==> src/hw/rtl/pefpm_pkg.sv <==
// shared types, constants and the microprogram of the pedal filter
// no dependencies
package pefpm_pkg;

  localparam int SMP_W      = 10;
  localparam int DUTY_W     = 8;
  localparam int ALPHA_W    = 16;
  localparam int IN_W       = 10;
  localparam int CHANNELS   = 3;
  localparam int CH_W       = 2;
  localparam int CFG_IDX_W  = 3;
  localparam int CFG_DATA_W = 16;
  localparam int PC_W       = 4;

  localparam logic [ALPHA_W-1:0] ALPHA_RST    = 16'd19661;
  localparam logic [IN_W-1:0]    IN_LOW_RST   = 10'd188;
  localparam logic [IN_W-1:0]    IN_HIGH_RST  = 10'd460;
  localparam logic [DUTY_W-1:0]  OUT_LOW_RST  = 8'd36;
  localparam logic [DUTY_W-1:0]  OUT_HIGH_RST = 8'd112;

  typedef enum logic [CFG_IDX_W-1:0] {
    CFG_SMOOTHING = 3'd0,
    CFG_IN_LOW    = 3'd1,
    CFG_IN_HIGH   = 3'd2,
    CFG_OUT_LOW   = 3'd3,
    CFG_OUT_HIGH  = 3'd4
  } cfg_idx_e;

  typedef struct packed {
    logic [SMP_W-1:0] gas_sample;
    logic [SMP_W-1:0] brake_sample;
    logic [SMP_W-1:0] clutch_sample;
  } in_item_t;

  typedef struct packed {
    logic [DUTY_W-1:0] gas_duty;
    logic [DUTY_W-1:0] brake_duty;
    logic [DUTY_W-1:0] clutch_duty;
  } out_item_t;

  typedef struct packed {
    logic [ALPHA_W-1:0] smoothing_factor;
    logic [IN_W-1:0]    in_low;
    logic [IN_W-1:0]    in_high;
    logic [DUTY_W-1:0]  out_low;
    logic [DUTY_W-1:0]  out_high;
  } cfg_t;

  // datapath operations, one per control word
  typedef enum logic [3:0] {
    OP_IDLE,
    OP_DIFF,
    OP_MUL,
    OP_UPD,
    OP_MAPMUL,
    OP_DIVINIT,
    OP_DIVSTEP,
    OP_FIN,
    OP_OUT,
    OP_NOP
  } op_e;

  // jump conditions; a false condition falls through to the next step
  typedef enum logic [2:0] {
    C_NEXT,
    C_ALWAYS,
    C_NO_START,
    C_DIV_MORE,
    C_CH_MORE,
    C_OUT_FREE
  } cond_e;

  typedef struct packed {
    op_e             op;
    cond_e           cond;
    logic [PC_W-1:0] target;
  } ctrl_t;

  typedef struct packed {
    logic div_last;
    logic ch_last;
  } status_t;

  localparam logic [PC_W-1:0] PC_IDLE = 4'd0;
  localparam logic [PC_W-1:0] PC_DIFF = 4'd1;
  localparam logic [PC_W-1:0] PC_STEP = 4'd6;
  localparam logic [PC_W-1:0] PC_OUT  = 4'd8;

  // microprogram: wait for a beat, then per channel diff, scale, update, map, divide loop, finish; then output
  function automatic ctrl_t pefpm_rom(logic [PC_W-1:0] pc);
    ctrl_t w;
    unique case (pc)
      4'd0:    w = '{op: OP_IDLE,    cond: C_NO_START, target: PC_IDLE};
      4'd1:    w = '{op: OP_DIFF,    cond: C_NEXT,     target: PC_IDLE};
      4'd2:    w = '{op: OP_MUL,     cond: C_NEXT,     target: PC_IDLE};
      4'd3:    w = '{op: OP_UPD,     cond: C_NEXT,     target: PC_IDLE};
      4'd4:    w = '{op: OP_MAPMUL,  cond: C_NEXT,     target: PC_IDLE};
      4'd5:    w = '{op: OP_DIVINIT, cond: C_NEXT,     target: PC_IDLE};
      4'd6:    w = '{op: OP_DIVSTEP, cond: C_DIV_MORE, target: PC_STEP};
      4'd7:    w = '{op: OP_FIN,     cond: C_CH_MORE,  target: PC_DIFF};
      4'd8:    w = '{op: OP_OUT,     cond: C_OUT_FREE, target: PC_IDLE};
      4'd9:    w = '{op: OP_NOP,     cond: C_ALWAYS,   target: PC_OUT};
      default: w = '{op: OP_NOP,     cond: C_ALWAYS,   target: PC_IDLE};
    endcase
    return w;
  endfunction

endpackage

==> src/hw/rtl/pefpm_seq.sv <==
// step counter and control store of the pedal filter
// depends on pefpm_pkg
module pefpm_seq
  import pefpm_pkg::*;
(
  input  logic    clk_i,
  input  logic    rst_ni,
  input  logic    in_valid_i,
  input  logic    out_free_i,
  input  status_t status_i,
  output ctrl_t   ctrl_o
);

  logic [PC_W-1:0] pc_q, pc_d;
  ctrl_t           word;
  logic            take;

  assign word   = pefpm_rom(pc_q);
  assign ctrl_o = word;

  always_comb begin
    unique case (word.cond)
      C_NEXT:     take = 1'b0;
      C_ALWAYS:   take = 1'b1;
      C_NO_START: take = !in_valid_i;
      C_DIV_MORE: take = !status_i.div_last;
      C_CH_MORE:  take = !status_i.ch_last;
      C_OUT_FREE: take = out_free_i;
      default:    take = 1'b1;
    endcase
    pc_d = take ? word.target : pc_q + 1'b1;
  end

  always_ff @(posedge clk_i or negedge rst_ni) begin
    if (!rst_ni) begin
      pc_q <= PC_IDLE;
    end else begin
      pc_q <= pc_d;
    end
  end

endmodule

==> src/hw/rtl/pefpm_datapath.sv <==
// averaging, scaling and division datapath, driven by the control word
// depends on pefpm_pkg
module pefpm_datapath
  import pefpm_pkg::*;
#(
  parameter int SAMPLE_BITS   = 10,
  parameter int FRACTION_BITS = 16
) (
  input  logic      clk_i,
  input  logic      rst_ni,
  input  ctrl_t     ctrl_i,
  input  logic      start_i,
  input  in_item_t  in_data_i,
  input  cfg_t      cfg_i,
  output status_t   status_o,
  output out_item_t duty_o
);

  localparam int AVG_W = SAMPLE_BITS + FRACTION_BITS;
  localparam int SXW   = (SAMPLE_BITS > SMP_W) ? SAMPLE_BITS : SMP_W;
  localparam int XW    = SXW + 1;
  localparam int DY_W  = DUTY_W + 1;
  localparam int NUM_W = XW + DY_W;
  localparam int DEN_W = IN_W + 1;
  localparam int RW    = NUM_W + 2;
  localparam int CNT_W = $clog2(NUM_W + 1);
  localparam logic [SXW-1:0] SAMPLE_MAX = SXW'((1 << SAMPLE_BITS) - 1);

  logic [SAMPLE_BITS-1:0]   smp_q [CHANNELS];
  logic [AVG_W-1:0]         avg_q [CHANNELS];
  logic [DUTY_W-1:0]        res_q [CHANNELS];
  logic [CH_W-1:0]          ch_q;
  logic [AVG_W-1:0]         mag_q;
  logic                     up_q;
  logic [AVG_W+ALPHA_W-1:0] prod_q;
  logic signed [NUM_W-1:0]  num_q;
  logic signed [DEN_W-1:0]  den_q;
  logic [NUM_W-1:0]         quo_q;
  logic [DEN_W-1:0]         rem_q, dvs_q;
  logic                     qneg_q;
  logic [CNT_W-1:0]         cnt_q;

  logic [SXW-1:0]          raw [CHANNELS];
  logic [AVG_W-1:0]        cur_avg, s_wide, step, avg_new;
  logic [SAMPLE_BITS-1:0]  x;
  logic signed [XW-1:0]    dx;
  logic signed [DY_W-1:0]  dy;
  logic signed [NUM_W-1:0] num;
  logic signed [DEN_W-1:0] den;
  logic [DEN_W-1:0]        trial;
  logic                    ge;
  logic signed [RW-1:0]    qs, r;
  logic [DUTY_W-1:0]       duty;

  assign raw[0] = SXW'(in_data_i.gas_sample);
  assign raw[1] = SXW'(in_data_i.brake_sample);
  assign raw[2] = SXW'(in_data_i.clutch_sample);

  always_comb begin
    cur_avg = avg_q[ch_q];
    s_wide  = {smp_q[ch_q], FRACTION_BITS'(0)};
    step    = prod_q[ALPHA_W +: AVG_W];
    avg_new = up_q ? cur_avg + step : cur_avg - step;
    x       = cur_avg[FRACTION_BITS +: SAMPLE_BITS];
    dx      = $signed({1'b0, SXW'(x)}) - $signed({1'b0, SXW'(cfg_i.in_low)});
    dy      = $signed({1'b0, cfg_i.out_high}) - $signed({1'b0, cfg_i.out_low});
    num     = NUM_W'(dx) * NUM_W'(dy);
    den     = $signed({1'b0, cfg_i.in_high}) - $signed({1'b0, cfg_i.in_low});
    // restoring division, one quotient bit a step
    trial   = {rem_q[DEN_W-2:0], quo_q[NUM_W-1]};
    ge      = trial >= dvs_q;
    qs      = qneg_q ? -$signed(RW'(quo_q)) : $signed(RW'(quo_q));
    r       = qs + $signed(RW'(cfg_i.out_low));
    priority if (den_q == '0) begin
      duty = cfg_i.out_low;
    end else if (r < 0) begin
      duty = '0;
    end else if (r > $signed(RW'(8'hff))) begin
      duty = 8'hff;
    end else begin
      duty = r[DUTY_W-1:0];
    end
  end

  // averages are architectural state and clear on reset
  always_ff @(posedge clk_i or negedge rst_ni) begin
    if (!rst_ni) begin
      for (int i = 0; i < CHANNELS; i++) begin
        avg_q[i] <= '0;
      end
      ch_q <= '0;
    end else begin
      unique case (ctrl_i.op)
        OP_IDLE: if (start_i) ch_q <= '0;
        OP_UPD:  avg_q[ch_q] <= avg_new;
        OP_FIN:  ch_q <= status_o.ch_last ? '0 : ch_q + 1'b1;
        default: ;
      endcase
    end
  end

  always_ff @(posedge clk_i) begin
    unique case (ctrl_i.op)
      OP_IDLE: begin
        if (start_i) begin
          for (int i = 0; i < CHANNELS; i++) begin
            smp_q[i] <= (raw[i] > SAMPLE_MAX) ? SAMPLE_MAX[SAMPLE_BITS-1:0]
                                              : raw[i][SAMPLE_BITS-1:0];
          end
        end
      end
      OP_DIFF: begin
        up_q  <= s_wide >= cur_avg;
        mag_q <= (s_wide >= cur_avg) ? s_wide - cur_avg : cur_avg - s_wide;
      end
      OP_MUL: prod_q <= (AVG_W + ALPHA_W)'(cfg_i.smoothing_factor) *
                        (AVG_W + ALPHA_W)'(mag_q);
      OP_MAPMUL: begin
        num_q <= num;
        den_q <= den;
      end
      OP_DIVINIT: begin
        quo_q  <= num_q[NUM_W-1] ? NUM_W'(-num_q) : NUM_W'(num_q);
        dvs_q  <= den_q[DEN_W-1] ? DEN_W'(-den_q) : DEN_W'(den_q);
        rem_q  <= '0;
        qneg_q <= num_q[NUM_W-1] ^ den_q[DEN_W-1];
        cnt_q  <= CNT_W'(NUM_W);
      end
      OP_DIVSTEP: begin
        rem_q <= ge ? trial - dvs_q : trial;
        quo_q <= {quo_q[NUM_W-2:0], ge};
        cnt_q <= cnt_q - 1'b1;
      end
      OP_FIN:  res_q[ch_q] <= duty;
      default: ;
    endcase
  end

  assign status_o.div_last = cnt_q == CNT_W'(1);
  assign status_o.ch_last  = ch_q == CH_W'(CHANNELS - 1);

  assign duty_o.gas_duty    = res_q[0];
  assign duty_o.brake_duty  = res_q[1];
  assign duty_o.clutch_duty = res_q[2];

endmodule

==> src/hw/rtl/pedal_ema_filter_pwm_map.sv <==
// top level: pedal smoothing and pwm duty map, three channels per beat
// depends on pefpm_pkg, pefpm_seq, pefpm_datapath
//
//   channel  signals                               beat
//   in       in_valid_i  in_ready_o  in_data_i     three pedal samples
//   out      out_valid_o out_ready_i out_data_o    three pwm duties
//   cfg      cfg_valid_i cfg_ready_o cfg_index_i   one register write
//            cfg_data_i
//
// an input beat runs the channel program once per channel, then the output step;
// the restoring divider loop (NUM_W steps per channel) is its longest part
// reset clears the step counter, the three averages and the config registers
// a finished result sits in the output register, so a new beat is taken
// while the previous one still waits; the sequencer only stalls when the
// output register is still full at the end of the next beat
module pedal_ema_filter_pwm_map
  import pefpm_pkg::*;
#(
  parameter int SAMPLE_BITS   = 10,
  parameter int FRACTION_BITS = 16
) (
  input  logic                  clk_i,
  input  logic                  rst_ni,
  input  logic                  in_valid_i,
  output logic                  in_ready_o,
  input  in_item_t              in_data_i,
  output logic                  out_valid_o,
  input  logic                  out_ready_i,
  output out_item_t             out_data_o,
  input  logic                  cfg_valid_i,
  output logic                  cfg_ready_o,
  input  logic [CFG_IDX_W-1:0]  cfg_index_i,
  input  logic [CFG_DATA_W-1:0] cfg_data_i
);

  ctrl_t     ctrl;
  status_t   status;
  out_item_t duty;
  cfg_t      cfg_q;
  logic      out_valid_q;
  out_item_t out_q;
  logic      out_free;
  logic      in_take;

  // inputs are taken only while the program waits in its idle step
  assign in_ready_o  = ctrl.op == OP_IDLE;
  assign in_take     = in_valid_i && in_ready_o;
  assign out_free    = !out_valid_q || out_ready_i;
  assign cfg_ready_o = 1'b1;

  pefpm_seq u_seq (
    .clk_i      (clk_i),
    .rst_ni     (rst_ni),
    .in_valid_i (in_valid_i),
    .out_free_i (out_free),
    .status_i   (status),
    .ctrl_o     (ctrl)
  );

  pefpm_datapath #(
    .SAMPLE_BITS   (SAMPLE_BITS),
    .FRACTION_BITS (FRACTION_BITS)
  ) u_dp (
    .clk_i     (clk_i),
    .rst_ni    (rst_ni),
    .ctrl_i    (ctrl),
    .start_i   (in_take),
    .in_data_i (in_data_i),
    .cfg_i     (cfg_q),
    .status_o  (status),
    .duty_o    (duty)
  );

  // register file; writes to unknown indexes are dropped
  always_ff @(posedge clk_i or negedge rst_ni) begin
    if (!rst_ni) begin
      cfg_q.smoothing_factor <= ALPHA_RST;
      cfg_q.in_low           <= IN_LOW_RST;
      cfg_q.in_high          <= IN_HIGH_RST;
      cfg_q.out_low          <= OUT_LOW_RST;
      cfg_q.out_high         <= OUT_HIGH_RST;
    end else if (cfg_valid_i) begin
      unique case (cfg_index_i)
        CFG_SMOOTHING: cfg_q.smoothing_factor <= cfg_data_i[ALPHA_W-1:0];
        CFG_IN_LOW:    cfg_q.in_low           <= cfg_data_i[IN_W-1:0];
        CFG_IN_HIGH:   cfg_q.in_high          <= cfg_data_i[IN_W-1:0];
        CFG_OUT_LOW:   cfg_q.out_low          <= cfg_data_i[DUTY_W-1:0];
        CFG_OUT_HIGH:  cfg_q.out_high         <= cfg_data_i[DUTY_W-1:0];
        default: ;
      endcase
    end
  end

  // output register, loaded by the final step of the program
  always_ff @(posedge clk_i or negedge rst_ni) begin
    if (!rst_ni) begin
      out_valid_q <= 1'b0;
    end else if (ctrl.op == OP_OUT && out_free) begin
      out_valid_q <= 1'b1;
    end else if (out_ready_i) begin
      out_valid_q <= 1'b0;
    end
  end

  always_ff @(posedge clk_i) begin
    if (ctrl.op == OP_OUT && out_free) begin
      out_q <= duty;
    end
  end

  assign out_valid_o = out_valid_q;
  assign out_data_o  = out_q;

endmodule

==> config.mk <==
export PLATFORM = sky130hd
export DESIGN_NAME = pedal_ema_filter_pwm_map
export DESIGN_NICKNAME = d
export VERILOG_FILES = /design/src/hw/rtl/pefpm_pkg.sv /design/src/hw/rtl/pefpm_seq.sv /design/src/hw/rtl/pefpm_datapath.sv /design/src/hw/rtl/pedal_ema_filter_pwm_map.sv
export SDC_FILE = /design/constraint.sdc
export NUM_CORES = 2
export LEC_CHECK = 0
export BUFFER_PORTS_ARGS = -buffer_cell sky130_fd_sc_hd__buf_2
export CAP_MARGIN = 5
export CORE_ASPECT_RATIO = 1.2
export CORE_MARGIN = 2
export CORE_UTILIZATION = 65
export CTS_CLUSTER_DIAMETER = 30
export DETAILED_ROUTE_END_ITERATION = 6
export MAX_ROUTING_LAYER = met4
export PLACE_DENSITY_LB_ADDON = 0.15
export SYNTH_ARGS = -nofsm -noshare
export SYNTH_HDL_FRONTEND = slang
export SYNTH_HIERARCHICAL = 1
export SYNTH_SLANG_ARGS = --single-unit
export TNS_END_PERCENT = 50
==> constraint.sdc <==
create_clock -name clk_i -period 11.8 [get_ports clk_i]
set_clock_uncertainty 0.15 [all_clocks]
set_input_delay 0.59 -clock clk_i [delete_from_list [all_inputs] [get_ports clk_i]]
set_output_delay 0.59 -clock clk_i [all_outputs]
set_load 0.02 [all_outputs]
==> metrics <==
worst hold margin=0.0259 ns; die width=217 um; Post-CTS Setup Bufs=0; status=completed; reg-to-reg endpoint=u_dp/num_q[18]$_DFFE_PN_; H-tree levels=3; CP Launch Type=register; via/cell ratio=5.99; Vias=26000; Die ar.=56600 um2; reg-to-reg slack, setup=2.58 ns; clk buf depth=3; Synth-to-Final Area Change=9.93%; max_slew headroom=16.3%; number of DRC markers in iteration 0=1767; GRT overflow=0; initial antenna violation count=0; post-synthesis cell area=35500 um2; Yosys warnings=6; Worst Setup EP=u_dp/num_q[18]$_DFFE_PN_; Max FO, Critical Path=25; Post-DP HPWL=63.6 mm; Skew-Pair Late Insertion Delay=0.60 ns; GP Congestion=0.932; DRC=0; Core Region=53900 um2; fillers=3809; Net count, final=4304; TritonRoute pass-1 iters=5; layout cells sized above 1=11.8%; row count=93; remaining antenna violation count=0; Crit path required time=12.04 ns; Synthesized Nets=4261; port buffer count=79; pin count of the biggest net entering global routing=83; Crit. End Element=register; CP max stage cell=dfrtp_2; Initial Utilization=66.0%; vias in the first global route=27800; Worst path most repeated cell=a21oi_1; # IOs=81; Fin Setup TNS=0 ns; crit path DAT=9.46 ns; Crit Path Category=register to register; FF-to-FF Start=u_dp/ch_q[0]$_DFFE_PN0P_; hold buffer count at cts=14; Register-to-Register Path Depth=28; endpoints failing hold=0; RSZ-0062 raised after global routing=no; total CTS buffers=71; Syn Area/Cell=10.1 um2; Hold Path Class=input pin to register; Cells after Synth=3528; clk sink count=346; most frequent cells in the layout=569 x inv_1, 425 x fa_1, 366 x nand2_1, 254 x ha_1, 209 x edfxtp_1; most common cell after layout, fill and taps aside=inv_1; max-cap violations=0; WL/cell=20.2 um; Pins Over Slew Limit=0; first-pass GRT wire length=143 mm; CTS tree=done; Worst path max stage delay=0.82 ns; Setup violations, final=0; die height=260 um; GRT Total Usage=33.4%; Root Buffer Master=clkbuf_16; Resize count post-CTS=0; Period Utilization, post-route=78.2%; clock transition at the registers of the reported paths=0.05 ns; Peak Freq=108 MHz; Min Clock Period, post-route=9.22 ns; Crit. Startpoint=u_dp/ch_q[0]$_DFFE_PN0P_; Worst-Margin Slew=1.25 ns; n_diodes=0; final WL=87.6 mm
critical path, delay by kind of cell, from the launching register on:
| family | cells | cell delay, ns |
|---|---|---|
| AO/OA/AOI/OAI | 13 | 3.09 |
| buffers and inverters | 3 | 0.60 |
| flip-flops | 1 | 0.82 |
| adder cells (fa/ha/maj) | 8 | 3.53 |
| AND/OR/NAND/NOR | 4 | 0.83 |
registers in the layout (all words and copies together), names as in the netlist, 2 cells and up:
register and cells:
u_dp/res_q 24, cfg_q 52, u_dp/dvs_q 11, u_dp/num_q 20
u_dp/quo_q 20, u_dp/prod_q 26, u_dp/mag_q 26, u_dp/smp_q 30
out_data_o 24, u_seq/pc_q 4, u_dp/ch_q 2, u_dp/avg_q 78
u_dp/den_q 11, u_dp/rem_q 10, u_dp/cnt_q 5
worst min-delay path by stage:
stage / start / to / slack [ns] / depth (start not counted)
detailed placement: u_dp/res_q[1][4]$_DFFE_PP_ / out_data_o[12]$_DFFE_PP_ / 0.26 / 0
global route: in_data_i[13] / u_dp/smp_q[1][3]$_SDFFCE_PN1P_ / 0.009 / 1
finish: in_data_i[16] / u_dp/smp_q[1][6]$_SDFFCE_PN1P_ / 0.03 / 1
global placement: u_dp/res_q[1][2]$_DFFE_PP_ / out_data_o[10]$_DFFE_PP_ / 0.25 / 0
floorplan: rst_ni / cfg_q[0]$_DFFE_PN0P_ / 0.14 / 0
CTS: in_data_i[26] / u_dp/smp_q[0][6]$_SDFFCE_PN1P_ / 0.004 / 1
stage by stage:
step	util (%)	instances	setup slack, ns	area [um2]
finish	72.5	4341	2.58	39100
global route	72.5	4341	2.05	39100
CTS	72.5	4341	2.65	39100
detailed placement	67.7	4196	2.67	36500
global placement	67.7	4196	2.92	36500
floorplan	-	3528	3.27	35500
per-layer routing:
layer  global-route usage, %  part of all wire, %  up-vias
li1                        -                    -    11600
met1                    42.0                   39    13100
met2                    54.7                   50     1043
met3                    4.34                  6.9      261
met4                    14.4                  4.1        0
met5                       -                    0        -
cell type report:
cell class / instances / area (um2) / area share, %
Timing Repair Buffer: 128 / 805 / 2.06
Tap cell: 712 / 891 / 2.28
Clock buffer: 85 / 1870 / 4.79
Sequential cell: 346 / 9740 / 24.9
Multi-Input combinational cell: 2455 / 23100 / 59.0
Inverter: 569 / 2140 / 5.47
Clock inverter: 46 / 579 / 1.48
Power is not shown: default switching activity piles up to over one toggle a cycle in this logic, so the estimate is an artifact.
